**config.mk**
```make
export PLATFORM = sky130hd
export DESIGN_NAME = record_log_scanner
export DESIGN_NICKNAME = d
export VERILOG_FILES = /design/src/rtl/rls_pkg.sv /design/src/rtl/record_log_scanner.sv
export SDC_FILE = /design/constraint.sdc
export NUM_CORES = 1
export LEC_CHECK = 0
export ABC_AREA = 1
export BUFFER_PORTS_ARGS = -buffer_cell sky130_fd_sc_hd__buf_2
export CAP_MARGIN = 25
export CORE_ASPECT_RATIO = 0.8
export CORE_MARGIN = 10
export CORE_UTILIZATION = 50
export DETAILED_ROUTE_END_ITERATION = 7
export GPL_TIMING_DRIVEN = 0
export PLACE_DENSITY = 0.65
export SYNTH_ARGS = -nofsm -noshare
export SYNTH_HDL_FRONTEND = slang
export SYNTH_SLANG_ARGS = --single-unit
```
**constraint.sdc**
```tcl
create_clock -name aclk -period 10.45 [get_ports aclk]
set_input_delay 2.09 -clock aclk [delete_from_list [all_inputs] [get_ports aclk]]
set_output_delay 2.09 -clock aclk [all_outputs]
set_load 0.02 [all_outputs]
```
**src/rtl/rls_pkg.sv**
```systemverilog
`timescale 1ns / 1ps
// ---------------------------------------------------------------------------
// rls_pkg: shared types and constants for the record log scanner
// Slot geometry, header codes, FNV-1a constants and the payload structs.
// ---------------------------------------------------------------------------
package rls_pkg;

    localparam int RECORD_WORDS = 22;
    localparam int MAX_SLOTS    = 2048;

    localparam int WORD_W  = 32;
    localparam int SLOT_W  = 11;
    localparam int WIS_W   = 5;
    localparam int BYTE_W  = 8;

    localparam logic [WIS_W-1:0]  WIS_LAST   = WIS_W'(RECORD_WORDS - 1);
    localparam logic [SLOT_W-1:0] SLOT_LAST  = SLOT_W'(MAX_SLOTS - 1);

    localparam logic [WORD_W-1:0] FNV_BASIS    = 32'h811C_9DC5;
    localparam logic [WORD_W-1:0] SLOT_MAGIC   = 32'h4346_4732;
    localparam logic [WORD_W-1:0] ERASED_WORD  = 32'hFFFF_FFFF;
    localparam logic [15:0]       SLOT_VERSION = 16'd1;
    localparam logic [15:0]       SLOT_BYTES   = 16'(RECORD_WORDS * 4);

    typedef struct packed {
        logic [WORD_W-1:0] flash_word;
        logic              area_last;
    } rls_in_t;

    typedef struct packed {
        logic              record_found;
        logic [WORD_W-1:0] best_sequence;
        logic [SLOT_W-1:0] best_slot;
        logic [WORD_W-1:0] next_sequence;
        logic [SLOT_W-1:0] free_slot;
        logic              area_full;
    } rls_out_t;

    typedef enum logic [1:0] {
        ST_IDLE,
        ST_FOLD,
        ST_EMIT
    } rls_state_t;

    // One FNV-1a byte step: xor the byte, multiply by 0x01000193 as shifts and adds
    function automatic logic [WORD_W-1:0] fnv_byte(input logic [WORD_W-1:0] h,
                                                   input logic [BYTE_W-1:0] b);
        logic [WORD_W-1:0] x;
        x = h ^ {24'd0, b};
        return x + (x << 1) + (x << 4) + (x << 7) + (x << 8) + (x << 24);
    endfunction

endpackage

```
**src/rtl/record_log_scanner.sv**
```systemverilog
`timescale 1ns / 1ps
// ---------------------------------------------------------------------------
// record_log_scanner: newest valid record and first free slot of a log area
// Hashes each slot with FNV-1a one byte per cycle, checks headers and
// tracks the best sequence and the first erased slot until the area ends.
// ---------------------------------------------------------------------------
// Flow: a word that enters the hash is accepted, then folded byte by byte
// through the byte shift register with s_ready low until the folds end; a
// slot's check word and words past the slot limit take no folds. The result
// is registered once the final word is done and the output is free; one
// result may wait there while the next scan proceeds. aresetn is synchronous,
// active low; it and each result clear all scan state but the shift register.
// ---------------------------------------------------------------------------
module record_log_scanner (
    input  logic             aclk,
    input  logic             aresetn,
    input  logic             s_valid,
    output logic             s_ready,
    input  rls_pkg::rls_in_t s_data,
    output logic             m_valid,
    input  logic             m_ready,
    output rls_pkg::rls_out_t m_data
);
    import rls_pkg::*;

    rls_state_t        state_reg, state_next;
    logic [WORD_W-1:0] hash_reg, hash_next;
    logic [WORD_W-1:0] shift_reg, shift_next;
    logic [1:0]        byte_cnt_reg, byte_cnt_next;
    logic              last_reg, last_next;
    logic [WIS_W-1:0]  wis_reg, wis_next;
    logic [SLOT_W-1:0] slot_idx_reg, slot_idx_next;
    logic              header_good_reg, header_good_next;
    logic              slot_erased_reg, slot_erased_next;
    logic [WORD_W-1:0] slot_seq_reg, slot_seq_next;
    logic [WORD_W-1:0] best_seq_reg, best_seq_next;
    logic [SLOT_W-1:0] best_slot_reg, best_slot_next;
    logic [SLOT_W-1:0] free_slot_reg, free_slot_next;
    logic              free_seen_reg, free_seen_next;
    logic              past_end_reg, past_end_next;
    logic              m_valid_reg, m_valid_next;
    rls_out_t          m_data_reg, m_data_next;

    logic              s_fire;
    logic              out_free;
    logic [WORD_W-1:0] w;

    assign s_ready  = (state_reg == ST_IDLE);
    assign s_fire   = s_valid && s_ready;
    assign out_free = !m_valid_reg || m_ready;
    assign w        = s_data.flash_word;
    assign m_valid  = m_valid_reg;
    assign m_data   = m_data_reg;

    always_ff @(posedge aclk) begin
        if (!aresetn) begin
            state_reg       <= ST_IDLE;
            hash_reg        <= FNV_BASIS;
            byte_cnt_reg    <= '0;
            last_reg        <= 1'b0;
            wis_reg         <= '0;
            slot_idx_reg    <= '0;
            header_good_reg <= 1'b0;
            slot_erased_reg <= 1'b0;
            slot_seq_reg    <= '0;
            best_seq_reg    <= '0;
            best_slot_reg   <= '0;
            free_slot_reg   <= '0;
            free_seen_reg   <= 1'b0;
            past_end_reg    <= 1'b0;
            m_valid_reg     <= 1'b0;
        end else begin
            state_reg       <= state_next;
            hash_reg        <= hash_next;
            byte_cnt_reg    <= byte_cnt_next;
            last_reg        <= last_next;
            wis_reg         <= wis_next;
            slot_idx_reg    <= slot_idx_next;
            header_good_reg <= header_good_next;
            slot_erased_reg <= slot_erased_next;
            slot_seq_reg    <= slot_seq_next;
            best_seq_reg    <= best_seq_next;
            best_slot_reg   <= best_slot_next;
            free_slot_reg   <= free_slot_next;
            free_seen_reg   <= free_seen_next;
            past_end_reg    <= past_end_next;
            m_valid_reg     <= m_valid_next;
        end
    end

    // payload registers, no reset
    always_ff @(posedge aclk) begin
        shift_reg  <= shift_next;
        m_data_reg <= m_data_next;
    end

    always_comb begin
        state_next       = state_reg;
        hash_next        = hash_reg;
        shift_next       = shift_reg;
        byte_cnt_next    = byte_cnt_reg;
        last_next        = last_reg;
        wis_next         = wis_reg;
        slot_idx_next    = slot_idx_reg;
        header_good_next = header_good_reg;
        slot_erased_next = slot_erased_reg;
        slot_seq_next    = slot_seq_reg;
        best_seq_next    = best_seq_reg;
        best_slot_next   = best_slot_reg;
        free_slot_next   = free_slot_reg;
        free_seen_next   = free_seen_reg;
        past_end_next    = past_end_reg;
        m_valid_next     = m_valid_reg && !m_ready;
        m_data_next      = m_data_reg;

        case (state_reg)
            ST_IDLE: begin
                if (s_fire) begin
                    last_next  = s_data.area_last;
                    state_next = s_data.area_last ? ST_EMIT : ST_IDLE;
                    if (!past_end_reg) begin
                        if (wis_reg == WIS_W'(0)) begin
                            header_good_next = (w == SLOT_MAGIC);
                            slot_erased_next = (w == ERASED_WORD);
                        end else if (wis_reg == WIS_W'(1)) begin
                            if (w[15:0] != SLOT_VERSION || w[31:16] != SLOT_BYTES)
                                header_good_next = 1'b0;
                        end else if (wis_reg == WIS_W'(2)) begin
                            slot_seq_next = w;
                        end

                        if (wis_reg != WIS_LAST) begin
                            shift_next    = w;
                            byte_cnt_next = '0;
                            wis_next      = wis_reg + WIS_W'(1);
                            state_next    = ST_FOLD;
                        end else begin
                            // check word: close the slot
                            if (header_good_next && hash_reg == w
                                    && slot_seq_next > best_seq_reg) begin
                                best_seq_next  = slot_seq_next;
                                best_slot_next = slot_idx_reg;
                            end
                            if (slot_erased_next && !free_seen_reg) begin
                                free_seen_next = 1'b1;
                                free_slot_next = slot_idx_reg;
                            end
                            hash_next        = FNV_BASIS;
                            wis_next         = '0;
                            header_good_next = 1'b0;
                            slot_erased_next = 1'b0;
                            slot_seq_next    = '0;
                            if (slot_idx_reg == SLOT_LAST)
                                past_end_next = 1'b1;
                            else
                                slot_idx_next = slot_idx_reg + SLOT_W'(1);
                        end
                    end
                end
            end
            ST_FOLD: begin
                hash_next     = fnv_byte(hash_reg, shift_reg[BYTE_W-1:0]);
                shift_next    = shift_reg >> BYTE_W;
                byte_cnt_next = byte_cnt_reg + 2'd1;
                if (byte_cnt_reg == 2'd3)
                    state_next = last_reg ? ST_EMIT : ST_IDLE;
            end
            ST_EMIT: begin
                if (out_free) begin
                    m_valid_next               = 1'b1;
                    m_data_next.record_found   = (best_seq_reg != '0);
                    m_data_next.best_sequence  = best_seq_reg;
                    m_data_next.best_slot      = best_slot_reg;
                    m_data_next.next_sequence  = best_seq_reg + WORD_W'(1);
                    m_data_next.free_slot      = free_seen_reg ? free_slot_reg : '0;
                    m_data_next.area_full      = !free_seen_reg;
                    // new scan starts from reset state
                    hash_next        = FNV_BASIS;
                    byte_cnt_next    = '0;
                    last_next        = 1'b0;
                    wis_next         = '0;
                    slot_idx_next    = '0;
                    header_good_next = 1'b0;
                    slot_erased_next = 1'b0;
                    slot_seq_next    = '0;
                    best_seq_next    = '0;
                    best_slot_next   = '0;
                    free_slot_next   = '0;
                    free_seen_next   = 1'b0;
                    past_end_next    = 1'b0;
                    state_next       = ST_IDLE;
                end
            end
            default: begin
                state_next = ST_IDLE;
            end
        endcase
    end

    // -----------------------------------------------------------------------
    // Assertions
    // -----------------------------------------------------------------------
    a_wis_range: assert property (@(posedge aclk) disable iff (!aresetn)
        wis_reg <= WIS_LAST)
        else $error("word_in_slot beyond slot length");

    a_byte_cnt_idle: assert property (@(posedge aclk) disable iff (!aresetn)
        (state_reg != ST_FOLD) |-> (byte_cnt_reg == 2'd0))
        else $error("byte counter not parked outside fold");

    a_past_end_slot: assert property (@(posedge aclk) disable iff (!aresetn)
        past_end_reg |-> (slot_idx_reg == SLOT_LAST && wis_reg == '0))
        else $error("past_end set without last slot reached");

    a_free_slot_clear: assert property (@(posedge aclk) disable iff (!aresetn)
        !free_seen_reg |-> (free_slot_reg == '0))
        else $error("free slot held without erased slot seen");

    a_emit_result: assert property (@(posedge aclk) disable iff (!aresetn)
        (state_reg == ST_EMIT && out_free) |=>
            (m_valid_reg && state_reg == ST_IDLE && best_seq_reg == '0))
        else $error("result not issued or scan state not cleared");

endmodule
```
# Word-level counts from Yosys, hierarchy flattened
# Index checks and enable logic that the tools add are counted.
# word_totals
regBits	264
in_bits	37
out_inout_bits	90
wordCells	171
# op_classes
addsub	9
magnitude_cmp	1
n_eq_ne	21
n_mux	91
bitwise_logic	1
reduce_logical	26
# ops
op	count
$mux W32	21
$pmux W32 S2	3
$add A32 B32 Y32	5
$mux W11	13
$pmux W32 S3	1
$pmux W11 S2	3
$add A32 B1 Y32 const B	1
$eq A32 B31 Y1 const B	1
$eq A32 B32 Y1	1
$eq A32 B32 Y1 const B	1
$gt A32 B32 Y1	1
$reduce_bool A32 Y1	1
$xor A32 B8 Y32	1
$mux W1	28
$mux W2	10
$mux W5	4
$reduce_and A6 Y1	3
$ne A16 B1 Y1 const B	1
$ne A16 B7 Y1 const B	1
$pmux W2 S3	2
$add A11 B1 Y11 const B	1
$eq A11 B11 Y1 const B	1
$ne A2 B2 Y1 const B	5
$pmux W1 S2	5
other kinds (20)	35

# Logic depth before layout (Yosys ltp)
# Gate-level depths: netlist (run 1).
# logic_depth
depth_word	15
depth_mapped	27
depth_no_buf	25

# Least setup slack after synthesis (run 1)
# OpenSTA, ideal clock, no wires.
# synth_timing
path_kind	input to register
start	in m_ready
end	reg slot_idx_reg[7]
setup_ns	0.128
arrival_time_ns	6.687
t_required_ns	10.322
path_slack_ns	3.635
stages	5
path_buffers	0
path_cell_list	nor2_1 nor2_1 nor2_1 inv_1 nor3_1
# synth_via
elab_chain_cells	3
# synth_lines
element	line	source
from (decl)	record_log_scanner.sv:21	input logic m_ready,
$logic_or A1 B1 Y1	record_log_scanner.sv:50	assign out_free = !m_valid_reg || m_ready;
$ne A2 B2 Y1 (no line)	-	
$reduce_and A6 Y1 (no line)	-	
to (signal assigned)	record_log_scanner.sv:78	slot_idx_reg <= slot_idx_next;
to (decl)	record_log_scanner.sv:32	logic [SLOT_W-1:0] slot_idx_reg, slot_idx_next;
# No other way between the ends.
# A chain may end at the register's enable or synchronous reset.

# Final worst setup path (run 1)
# layout_timing
start	reg hash_reg[0]
end	reg hash_reg[20]
# layout_via
elab_chain_cells	7
# layout_lines
element	line	source
from (decl)	record_log_scanner.sv:27	logic [WORD_W-1:0] hash_reg, hash_next;
from (signal assigned)	record_log_scanner.sv:74	hash_reg <= hash_next;
$xor A32 B8 Y32 (*)	rls_pkg.sv:49	x = h ^ {24'd0, b};
$add A32 B32 Y32 (3 in series)	rls_pkg.sv:50	return x + (x << 1) + (x << 4) + (x << 7) + (x << 8) + (x << 24);
$add A32 B32 Y32 (*) (2 in series)	rls_pkg.sv:50	
$pmux W32 S3 (*)	record_log_scanner.sv:116	case (state_reg)
# Mark *: on every way between the ends. The rest lies on a longest branch, timed or not.

==> results of run 1 <==
==> cell type report <==
class | instances | area share
Multi-Input combinational cell | 1441 | 0.4685
Sequential cell | 264 | 0.3424
Inverter | 313 | 0.06203
Timing Repair Buffer | 130 | 0.03633
Clock buffer | 28 | 0.03362
Tap cell | 427 | 0.02821
Buffer | 71 | 0.01605
Clock inverter | 17 | 0.01288
==> synth_stat cells, types with 3 or more instances <==
library cell / instances
buf_1: 5
o21ai_0: 82
buf_2: 24
xor2_1: 41
nand4_1: 37
nand2_1: 462
a21o_1: 5
nor2_4: 3
nor2_2: 4
and2_1: 3
inv_1: 305
nand3_1: 85
nor4_1: 11
xnor2_1: 35
a21oi_1: 179
clkbuf_1: 40
o21a_1: 3
nor2_1: 229
a21oi_2: 26
o211ai_1: 5
a31oi_1: 4
fa_1: 78
dfxtp_1: 144
edfxtp_1: 120
nor3_1: 25
o21bai_1: 5
ha_1: 99
or2_2: 3
inv_2: 8
==> critical path, cell delays in order, from the launching register on <==
cell and delay (ps):
dfxtp_1 350, xnor2_1 840, xnor2_1 200, inv_1 80, ha_1 180, or2_2 300
ha_1 290, ha_1 300, inv_1 60, fa_1 510, o21ai_0 700, a21oi_1 230
o21ai_0 580, a21oi_1 190, nand2_1 100, nand2_1 50, o21ai_0 200, nand2_1 70
==> stage by stage <==
stage	worst slack [ps]	hold slack, ps	std cells	cell area, sq um
2_1_floorplan	3635	402.9	2089	16820
6_report	5102	431.4	2691	18940
4_1_cts	5228	432.6	2691	18940
5_1_grt	4922	445.1	2691	18940
3_3_place_gp	1583	411.9	2641	17980
3_5_place_dp	5247	417.0	2646	18060
==> per-layer routing <==
layer	routed length [um]	vias to the layer above	GRT usage
met5	41	-	0.007160
met4	753	2	0.03665
met3	4928	46	0.06154
met2	21170	537	0.3505
met1	25060	6985	0.3706
li1	-	7041	-
==> logic make-up (layout without fill, tap and decap cells) <==
group	Yosys count	after routing
AND/OR/NAND/NOR	873	873
buffers and inverters	384	559
AO/OA/AOI/OAI	313	313
flip-flops	264	264
adder cells (fa/ha/maj)	177	177
XOR/XNOR	76	76
multiplexers	2	2
==> worst max-delay path by stage <==
stage / start / end / slack (ps) / cells past startpoint
floorplan: m_ready / slot_idx_reg[7]$_SDFFE_PN0P_ / 3640 / 5
global placement: m_ready / slot_idx_reg[7]$_SDFFE_PN0P_ / 1580 / 6
detailed placement: shift_reg[7]$_DFFE_PP_ / hash_reg[20]$_SDFFE_PN1P_ / 5250 / 17
CTS: shift_reg[7]$_DFFE_PP_ / hash_reg[20]$_SDFFE_PN1P_ / 5230 / 17
global route: shift_reg[7]$_DFFE_PP_ / hash_reg[20]$_SDFFE_PN1P_ / 4920 / 17
finish: hash_reg[0]$_SDFFE_PN1P_ / hash_reg[20]$_SDFFE_PN1P_ / 5100 / 17
==> metrics, run 1 <==
pin count of the biggest net entering global routing 38; adder-cell share of the synthesized area 0.1664; area grow syn2layout 12.59%; max FFs per register 88; commonest cells after routing, fill and taps aside nand2_1 (462), inv_1 (305), nor2_1 (227), a21oi_1 (179), buf_2 (149); total grt overflow 0; H-tree Lvls 1; TritonCTS Sinks 264; Final Util 0.5766; post-cts sizing count 0; Synth Area in XOR/XNOR 0.03957; Hold Path Class flop to flop; Mapped Nets 2,303; Post-CTS Setup Bufs 0; mux cell area share after synthesis 0.001339; Synth Area in Simple Gates 0.2170; asr flop ratio synth 0; synth unique cells 43; Reg-to-Reg End hash_reg[20]$_SDFFE_PN1P_; f_max 187.0 MHz; Critical Path Fanout Max 4; CTS tree done; Post-DP HPWL 42.49 mm; initial antenna violation count 0; 1st-pass router iterations 5; Die ar. 41,430 sq um; wire per inst 19.30 um; DRT Wirelength 51.95 mm; largest cells by area after synthesis edfxtp_1 (21%), dfxtp_1 (17%), nand2_1 (10%); Starting Density 0.5121; setup violators final 0; ant diodes 0; 1st-iter DRT viols 1,882; startpoint types flop; Ports 127; PortBufs 125; HP Start best_slot_reg[6]$_SDFFE_PN0P_; Synth Cell Area 16,820 sq um; clock skew 18.94 ps; Critical R2R Launch hash_reg[0]$_SDFFE_PN1P_; status finished, final reports clean; Die Span X 225.1 um; # fillers 3,046; crit end category flop; Final Wtd Congestion 1.020; GR Util All Layers 0.2459; via count of the first global-routing pass 13,610; WHS Path Cells 0; flops & latches, synth 264; first-pass GRT wire length 78.84 mm; worst hold endpoint m_data[50]$_DFFE_PP_; WP data required 10,870 ps; FF+latch area 6486 sq um; RSZ-0062 raised after global routing no; EDFF count, synth 120; Slew Viols, Final 0; period utilization 0.5117; Avg Vias per Cell 5.430; endpoints failing hold 0; relative max-transition margin 0.2985; total CTS buffers 25; FP Rows 59; worst slew pin tran 1045 ps; biggest area consumer among synthesized cells edfxtp_1; complex-gate fraction of the synthesized area 0.1022; Residual DRC 0; core area 32,850 sq um; Tmin final 5348 ps; Die H 184.1 um; clk root buf clkbuf_16; per-instance average area after synthesis 8.053 sq um; main flop type after synthesis dfxtp_1; via count 14,610; Arr. time, crit path 5770 ps; setup TNS 0 ps; Worst-path clk slew 70 ps; Max Cap Viol 0; flop2flop setup slack 5100 ps; sequential share of the synthesized area 0.3855; largest family of logic cells by synthesized area simple AND/OR/NAND/NOR gates; Mapped Cells 2,089; clock latency on the worst-skew pair 530 ps; DRT antenna net count 0; multi-input combinational cell area 8874 sq um; Setup CP Type flop to flop; nets 2,460; # hold bufs at CTS 0; most common cell after layout, fill and taps aside nand2_1; layout cells sized above 1 0.1104; Ys Warns 0; Reg2Reg Depth 17; post-synth top area share 0.2142; clk buf depth 3
Power of run 1 is not shown: default switching activity piles up to over one toggle a cycle in this logic, so the estimate is an artifact.
==> run 2, diff against run 1 <==
--- a/config.mk
+++ b/config.mk
@@ -13,7 +13,7 @@
 export CORE_UTILIZATION = 50
 export DETAILED_ROUTE_END_ITERATION = 7
 export GPL_TIMING_DRIVEN = 0
-export PLACE_DENSITY = 0.65
+export PLACE_DENSITY = 0.68
 export SYNTH_ARGS = -nofsm -noshare
 export SYNTH_HDL_FRONTEND = slang
 export SYNTH_SLANG_ARGS = --single-unit
==> constraint.sdc (replaced) <==
create_clock -name aclk -period 4.9 [get_ports aclk]
set_input_delay 0.98 -clock aclk [delete_from_list [all_inputs] [get_ports aclk]]
set_output_delay 0.98 -clock aclk [all_outputs]
set_load 0.02 [all_outputs]
==> run 2 against run 1 <==
Against the previous run:
- cell area rose by 0.55%
- die area unchanged
- highest routed layer is now met4
- sequential share of layout area decreased by 0.19 points
- non-clock buffer count decreased by 1
- first-iteration DRC count is 20% lower
==> metrics, run 2 (synthesis gave the netlist of run 1 again) <==
DR WL met2 21.17 mm; H-tree Lvls 1; Critical R2R Launch hash_reg[1]$_SDFFE_PN0P_; Starting Density 0.5121; crit end category flop; DRT Wirelength 50.96 mm; startpoint types flop; Reg2Reg Depth 16; uppermost layer routed met4; Final Cell Area 19,050 sq um; Final Wtd Congestion 0.9969; Place WS -177.3 ps; CP bufs+invs 2; nets 2,460; most common cell after layout, fill and taps aside nand2_1; TritonCTS Sinks 264; clk root buf clkbuf_16; clock skew 11.54 ps; total grt overflow 0; Post-CTS Setup Bufs 0; endpoints failing hold 0; worst slew pin tran 963.4 ps; worst hold endpoint m_data[49]$_DFFE_PP_; Tmin final 4736 ps; Ports 127; Top delay family on crit path adder cells; # fillers 2,959; met1 WL 23.62 mm; Setup CP Type flop to flop; Worst-path clk slew 70 ps; period utilization 0.9666; core area 32,850 sq um; worst setup path start hash_reg[1]$_SDFFE_PN0P_; status finished, final reports clean; Avg Vias per Cell 5.450; first-pass GRT wire length 78.13 mm; Max Cap Viol 0; max FFs per register 88; CP most frequent cell nand2_1; via count 14,680; CTS tree done; Hold Path Class flop to flop; WHS Path Cells 0; area grow syn2layout 13.21%; FP Rows 59; 1st-pass router iterations 5; Slew Viols, Final 0; PortBufs 125; HP Start best_slot_reg[5]$_SDFFE_PN0P_; GR Util All Layers 0.2423; met3 wire len 5.421 mm; wire per inst 18.92 um; initial antenna violation count 0; non-filler cells, final 2,694; Reg-to-Reg End hash_reg[20]$_SDFFE_PN1P_; relative max-transition margin 0.3577; DP Area 18,050 sq um; Post-DP HPWL 41.27 mm; clk buf depth 3; cells along the critical path xor2_1 > inv_1 > fa_1 > fa_1 > inv_1 > fa_1 > ha_1 > nand2_1 > nor2_1 > a21oi_1 > o21ai_1 > a21oi_1 > nand2_1 > nand2_1 > o21ai_0 > nand2_1; total CTS buffers 26; Final Util 0.5798; Arr. time, crit path 5160 ps; f_max 211.1 MHz; via count of the first global-routing pass 13,780; crit-path max cell delay 560 ps; commonest cells after routing, fill and taps aside nand2_1 (462), inv_1 (305), nor2_1 (227), a21oi_1 (178), buf_2 (149); 1st-iter DRT viols 1,508; WP data required 5330 ps; Post-Place Cells 2,645; Slowest cell on crit path fa_1; flop2flop setup slack 160 ps; Die ar. 41,430 sq um; DRT antenna net count 0; Die H 184.1 um; post-route setup slack 163.8 ps; layout cells sized above 1 0.1147; Residual DRC 0; Critical Path Fanout Max 5; clock latency on the worst-skew pair 540 ps; setup violators final 0; pin count of the biggest net entering global routing 37; Die Span X 225.1 um
==> run 2: changes by cell type in the layout (fill, tap and decap cells not counted), sizes merged <==
cell	before	now
diode	0	1
inv	313	314
clkbuf	68	71
clkinv	9	8
buf	161	160
==> run 2: worst max-delay path by stage <==
stage                                              end  slack (ps)  depth (start not counted)
final                        hash_reg[20]$_SDFFE_PN1P_         160                         16
after floorplan           slot_idx_reg[7]$_SDFFE_PN0P_         780                          5
after detailed placement     hash_reg[20]$_SDFFE_PN1P_        -180                         17
after global placement    slot_idx_reg[7]$_SDFFE_PN0P_        -480                          6
after CTS                    hash_reg[20]$_SDFFE_PN1P_           5                         18
after global routing         hash_reg[29]$_SDFFE_PN0P_         -20                         17
==> run 2: cell type report <==
class | count | area [sq um] | share of cell area
Clock inverter | 17 | 244.0 | 0.01281
Inverter | 313 | 1175 | 0.06169
Antenna cell | 1 | 2.502 | 0.0001314
Tap cell | 427 | 534.3 | 0.02805
Sequential cell | 264 | 6486 | 0.3406
Multi-Input combinational cell | 1441 | 8929 | 0.4688
Clock buffer | 31 | 690.7 | 0.03626
Timing Repair Buffer | 129 | 680.7 | 0.03574
Buffer | 71 | 304.0 | 0.01596
==> run 2: worst register-to-register path, delay by kind of cell (launching register included) <==
family                     cells  cell delay (ps)
and+or+nand+nor                5              620
buffers and inverters          2              390
DFF                            1              400
adders and majority gates      4             1930
xor gates and xnor gates       1              380
AOI/OAI and AO/OA              4              900
==> run 2: per-layer routing <==
layer,vias to the layer above,global-route usage
met1,7037,0.3529
met3,49,0.07318
met2,555,0.3487
li1,7041,-
met4,0,0.04209
met5,-,0
==> run 2: repair_timing <==
| item | CTS | global route |
|---|---|---|
| hold buffers | 0 | 0 |
| setup endpoints to repair | 8 | 13 |
| gates resized for setup | 3 | 11 |
==> run 2: through the flow <==
stage | setup TNS, ps | hold slack [ps]
6_report | 0 | 432.6
5_1_grt | -17.83 | 442.5
4_1_cts | 0 | 432.4
3_5_place_dp | -340.1 | 417.7
3_3_place_gp | -4149 | 416.0
2_1_floorplan | 0 | 402.9
Power of run 2 is left out for the same reason.
